<file path="src/hdl/isb_pkg.sv">
`default_nettype none
package isb_pkg;

  // Configuration register indexes (byte address = 4 * index)
  localparam int CFG_AW = 3;
  localparam logic REG_IMAGE_WIDTH  = 1'b0;
  localparam logic REG_IMAGE_HEIGHT = 1'b1;

  localparam logic [11:0] RST_IMAGE_WIDTH  = 12'd640;
  localparam logic [12:0] RST_IMAGE_HEIGHT = 13'd480;

  // Output queue
  localparam int QUEUE_DEPTH = 8;
  localparam int QUEUE_PW    = $clog2(QUEUE_DEPTH);
  localparam int SLOT_NUM    = 4;

  // x / 3 for x <= 765 as (x * 683) >> 11
  localparam logic [19:0] DIV3_MUL = 20'd683;

  typedef struct packed {
    logic [11:0] width;
    logic [12:0] height;
  } cfg_t;

  typedef struct packed {
    logic [11:0] row;
    logic [10:0] col;
    logic [31:0] pixel;
    logic        last;
  } result_t;

  typedef struct packed {
    logic [2:0]              num;
    result_t [SLOT_NUM-1:0]  slot;
  } push_t;

  // 1-2-1 mix of three ARGB pixels; keep b when the new alpha is zero
  function automatic logic [31:0] mix3(input logic [31:0] a, input logic [31:0] b,
                                       input logic [31:0] c);
    logic [9:0]  sr;
    logic [9:0]  sg;
    logic [9:0]  sb;
    logic [9:0]  asum;
    logic [19:0] prod;
    logic [7:0]  al;
    sr   = 10'(a[23:16]) + {1'b0, b[23:16], 1'b0} + 10'(c[23:16]);
    sg   = 10'(a[15:8])  + {1'b0, b[15:8],  1'b0} + 10'(c[15:8]);
    sb   = 10'(a[7:0])   + {1'b0, b[7:0],   1'b0} + 10'(c[7:0]);
    asum = 10'(sr[9:2]) + 10'(sg[9:2]) + 10'(sb[9:2]);
    prod = 20'(asum) * DIV3_MUL;
    al   = prod[18:11];
    return (al == 8'd0) ? b : {al, sr[9:2], sg[9:2], sb[9:2]};
  endfunction

endpackage
`default_nettype wire

</file>
<file path="src/hdl/isb_regs.sv">
`default_nettype none
module isb_regs (
  input  logic                        clk,
  input  logic                        rst_n,
  input  logic                        psel,
  input  logic                        penable,
  input  logic                        pwrite,
  input  logic [isb_pkg::CFG_AW-1:0]  paddr,
  input  logic [31:0]                 pwdata,
  output logic [31:0]                 prdata,
  output logic                        pready,
  output isb_pkg::cfg_t               cfg
);
  import isb_pkg::*;

  cfg_t cfg_r;
  logic wr_en;

  assign pready = 1'b1;
  assign wr_en  = psel && penable && pwrite;
  assign cfg    = cfg_r;

  always_ff @(posedge clk) begin
    if (!rst_n) begin
      cfg_r.width  <= RST_IMAGE_WIDTH;
      cfg_r.height <= RST_IMAGE_HEIGHT;
    end else if (wr_en) begin
      case (paddr[2])
        REG_IMAGE_WIDTH:  cfg_r.width  <= pwdata[11:0];
        REG_IMAGE_HEIGHT: cfg_r.height <= pwdata[12:0];
        default: ;
      endcase
    end
  end

  always_comb begin
    case (paddr[2])
      REG_IMAGE_WIDTH:  prdata = {20'd0, cfg_r.width};
      REG_IMAGE_HEIGHT: prdata = {19'd0, cfg_r.height};
      default:          prdata = '0;
    endcase
  end

endmodule
`default_nettype wire

</file>
<file path="config.mk">
export PLATFORM = sky130hd
export DESIGN_NAME = isb_regs
export DESIGN_NICKNAME = d
export VERILOG_FILES = /design/src/hdl/isb_pkg.sv /design/src/hdl/isb_regs.sv
export SDC_FILE = /design/constraint.sdc
export NUM_CORES = 1
export LEC_CHECK = 0
export BUFFER_PORTS_ARGS = -buffer_cell sky130_fd_sc_hd__clkbuf_2
export CAP_MARGIN = 10
export CORE_UTILIZATION = 40
export CTS_CLUSTER_DIAMETER = 150
export CTS_CLUSTER_SIZE = 16
export DETAILED_ROUTE_END_ITERATION = 10
export GPL_TIMING_DRIVEN = 1
export PLACE_DENSITY = 0.8
export SETUP_SLACK_MARGIN = 0.1
export SLEW_MARGIN = 20
export SYNTH_ARGS = -nofsm -noshare
export SYNTH_HDL_FRONTEND = slang
export SYNTH_SLANG_ARGS = --single-unit
export TNS_END_PERCENT = 100
</file>
<file path="constraint.sdc">
create_clock -name clk -period 1.3 [get_ports clk]
set_clock_uncertainty 0.1 [all_clocks]
set_input_delay 0.26 -clock clk [delete_from_list [all_inputs] [get_ports clk]]
set_output_delay 0.26 -clock clk [all_outputs]
set_load 0.01 [all_outputs]
</file>
# [Yosys cells after proc, flatten, opt, wreduce, memory -nomap -nowiden]
# Cells that the tools add are included.
[classes] mux=1 bitwise_logic=1 n_reduce_logical=4
[op_table] operator="one-hot mux 32 bit (2 select lines)" count=1
[op_table] operator="AND reduction 2 bit" count=2
[op_table] operator="logical AND 1 bit" count=2
[op_table] operator="NOT 1 bit" count=1
[totals] regBits=25 input_bits=40 out_inout_bits=58 elab_cells=8

# [Depth between registers and ports, before layout]
[logic_depth] depth_word=3 depth_mapped=5 mapped_depth_nobuf=2

# [Worst setup path before layout]
# Ideal clock, no wire load.
[synth_timing] kind="in2out" start="input paddr[2] (netlist bit)" end="output prdata[11]" arrival_time_ns=0.945 required_ns=0.940 path_slack_ns=-0.005 cell_stages=3 path_buffers=2 cell_sequence="buf_4 buf_2 mux2_2"
[synth_via] elab_chain_cells=2
[synth_rtl] item="start, declared" line="isb_regs.sv:8" text="input logic [isb_pkg::CFG_AW-1:0] paddr,"
[synth_rtl] item="NOT 1 bit"
[synth_rtl] item="one-hot mux 32 bit (2 select lines) *" line="isb_regs.sv:37" text="case (paddr[2])"
[synth_rtl] item="end, declared" line="isb_regs.sv:10" text="output logic [31:0] prdata,"
# Mark *: on every way between the ends. The rest lies on a longest branch, timed or not. The select of a mux whose other input is x is not followed.

# [Worst setup path in the final report]
[layout_timing] start="register cfg_r, in the netlist cfg[21]" end="output prdata[8]"
[layout_via] elab_chain_cells=1
[layout_rtl] item="start, declared" line="isb_regs.sv:16" text="cfg_t cfg_r;"
[layout_rtl] item="one-hot mux 32 bit (2 select lines)" line="isb_regs.sv:37"
# Every way passes these cells. The select of a mux whose other input is x is not followed.

==> key figures <==
Setup path
  • Arr. time, crit path: between 1 and 1.5 ns
  • Startpoint Class: flop
  • Crit-path cells: mux2_4, buf_6
  • CP endpoint kind: output pin
  • Crit path buf inv count: 1
  • Worst stage delay on the critical path: 0.35 ns
  • Reg-to-reg slack, setup: 0.37 ns
  • CP max-delay cell: dfxtp_2
  • CP startpoint: cfg[21]
  • Critical register-to-register path endpoint: cfg[5]
  • Stages on worst setup path: 2
  • Reg-to-reg startpoint: cfg[5]
  • CP required: roughly 0.94 ns
  • Worst Path Max Fanout: 2
  • CP delay by family, top: flip-flops
  • R2R depth: 4
  • Kind of critical path: reg2out
  • Setup crit end: prdata[8]

Timing
  • Final Max Tran Viols: 0
  • Setup Viol. Count Final: 14
  • RSZ-0062 raised after global routing: true
  • Final worst slack: -0.119 ns
  • Hold_ws: around 0.051 ns
  • Hold Vio Cnt, Final: 0
  • Setup TNS: -1.45 ns
  • Min Tclk post-route: 1.42 ns
  • Period utilization: 1.09
  • F_max: 0.705 GHz

Run status
  • Failing checks: negative setup slack
  • Run status: finished with violations

CTS
  • Clk root buf: clkbuf_4
  • CTS Sinks: 25
  • CTS H-tree lvls: 1
  • Skew-Pair Late Insertion Delay: 0.32 ns
  • Num CTS Buffers: 3
  • Hold buffers post-CTS: 0
  • Max Buffers Root-to-Sink: 2
  • Clk pin slew, worst setup/hold paths: 0.14 ns
  • CTS tree: yes

Placement
  • Post-DP Area: 0.00162 mm2
  • Hpwl dp: 1.87 mm
  • Place WS: -0.0815 ns
  • Number of port buffers: 56
  • GPL Wtd Cong: 0.729

Layout
  • Number of fill cells: around 240
  • Final #Nets: approximately 270
  • Layout area overhead: 69.5%
  • Largest register FFs: 25
  • ANT cells: 0
  • Share of cells above drive strength 1: 0.604
  • Finished Cell Area: ~0.0022 mm2

Power
  • Cell Pwr Density: 658 mW/mm2
  • Total Power: roughly 1.5 mW
  • Leakage: 1.07 nW
  • Worst VDD drop: 0.605 mV

Floorplanning
  • Die W: between 50 and 60 um
  • Total core area: 0.00308 mm2
  • Initial core utilization: 0.426
  • Die Area: 0.00351 mm2
  • Row count: 20
  • Die Y-Extent: 59.3 um
  • Top Ports: 98

Yosys
  • Post-synth top area share: 0.382
  • Synth top area cells: dfxtp_1 (38%), mux2i_1 (19%), buf_4 (13%)
  • Largest area contributor in the netlist: dfxtp_1
  • Count of cell types in the netlist: 14
  • YS warnings: 0
  • Syn Area/Cell: 9.43 um2
  • Mapped cell area: 0.00131 mm2
  • Post-Syn Instances: 139
  • Sequential fraction of the synthesis area: 0.382
  • Yosys reg bits: 25

Routing
  • DR vias/cell: ~4.3
  • Vias post-DR: around 1200
  • Initial drt markers: 16
  • Wirelength per Cell: 11.8 um
  • Final wirelength: 3.20 mm
  • Final ANT Viol Nets: 0
  • Post-route DRC: 0
  • Initial DRT Pass Iterations: 2

GRT
  • Overflow left after global routing: 0
  • Vias in the first global route: 985
  • First-pass GRT wire length: 4.42 mm
  • Initial antenna violation count: 0
  • Largest net degree at the start of global routing: 22
  • Total Routing Usage GR: 0.169

Run
  • Number of max-cap violations: 0

Worst hold path
  • Hold Path Class: in2reg
[how the worst min path moves through the flow]
stage               startpoint       to  slack [ns]  depth (start not counted)
CTS                 pwdata[12]  cfg[12]        0.05                          3
global route         pwdata[1]   cfg[1]        0.05                          3
detailed placement     cfg[13]  cfg[13]        0.36                          2
finish              pwdata[12]  cfg[12]        0.05                          3
global placement       cfg[18]  cfg[18]        0.36                          2
floorplan           pwdata[12]  cfg[12]        0.30                          2
[cells in the final DEF (no fill, tap or decap)]
cell type,instances
buf_12,4
and4_1,1
nand4_1,1
and2_4,1
mux2i_1,25
buf_8,3
clkbuf_4,3
nand2_1,31
clkbuf_2,24
buf_6,46
nor2b_1,11
mux2_4,8
clkinv_2,1
and4b_1,1
buf_4,18
mux2_2,4
dfxtp_2,25
conb_1,20
[logic make-up after synthesis]
group | share of synthesized area
buffers and inverters | 0.154
flip-flops | 0.382
multiplexers | 0.294
other | 0.00573
AND/OR/NAND/NOR | 0.165
[what timing repair did]
action                                  in CTS  in global routing
endpoints found under the hold margin        0                  0
gates resized for setup                     45                 77
gates cloned                                 0                  0
endpoints found under the setup margin      34                 38
setup buffers                               23                 16
[synthesized netlist by cell type]
library cell,count
and4b_1,1
dfxtp_1,25
and4_1,1
clkbuf_1,4
nand4_1,1
mux2_2,12
buf_4,22
and2_1,1
mux2i_1,25
nand2_1,31
buf_2,2
nor2b_1,11
buf_6,1
conb_1,2
[layout make-up]
type                            instances  area [um2]  area share
Timing Repair Buffer                   95         898       0.404
Tap cell                               44        55.1      0.0248
Clock buffer                            3        22.5      0.0101
Multi-Input combinational cell        103         709       0.319
Sequential cell                        25         532       0.239
Clock inverter                          1        5.00     0.00225
[per-layer routing]
| metal | GRT usage | up-vias | wire length (um) |
|---|---|---|---|
| met2 | 0.302 | 37 | 1750 |
| met1 | 0.192 | 542 | 1260 |
| met3 | 0.0568 | 4 | 171 |
| met5 | 0 | - | 0 |
| li1 | - | 589 | - |
| met4 | 0.0374 | 0 | 22 |
[per-stage QoR]
step,util,instances
finish,0.722,271
global route,0.722,271
CTS,0.629,262
detailed placement,0.525,235
global placement,0.525,235
floorplan,-,157
[where the power goes]
| part | switching [mW] | leakage, nW | total (mW) | internal [mW] |
|---|---|---|---|---|
| Sequential | 0.0113 | 0.209 | 0.797 | 0.786 |
| Combinational | 0.143 | 0.843 | 0.317 | 0.174 |
| Clock | 0.233 | 0.0177 | 0.349 | 0.115 |
[worst register-to-register path, delay by kind of cell, from the launching register on]
family	cells	cell delay [ns]
simple gates	1	0.09
flops	1	0.35
buf+inv	2	0.23
mux	1	0.07
Power figures use the tool's default switching activity.
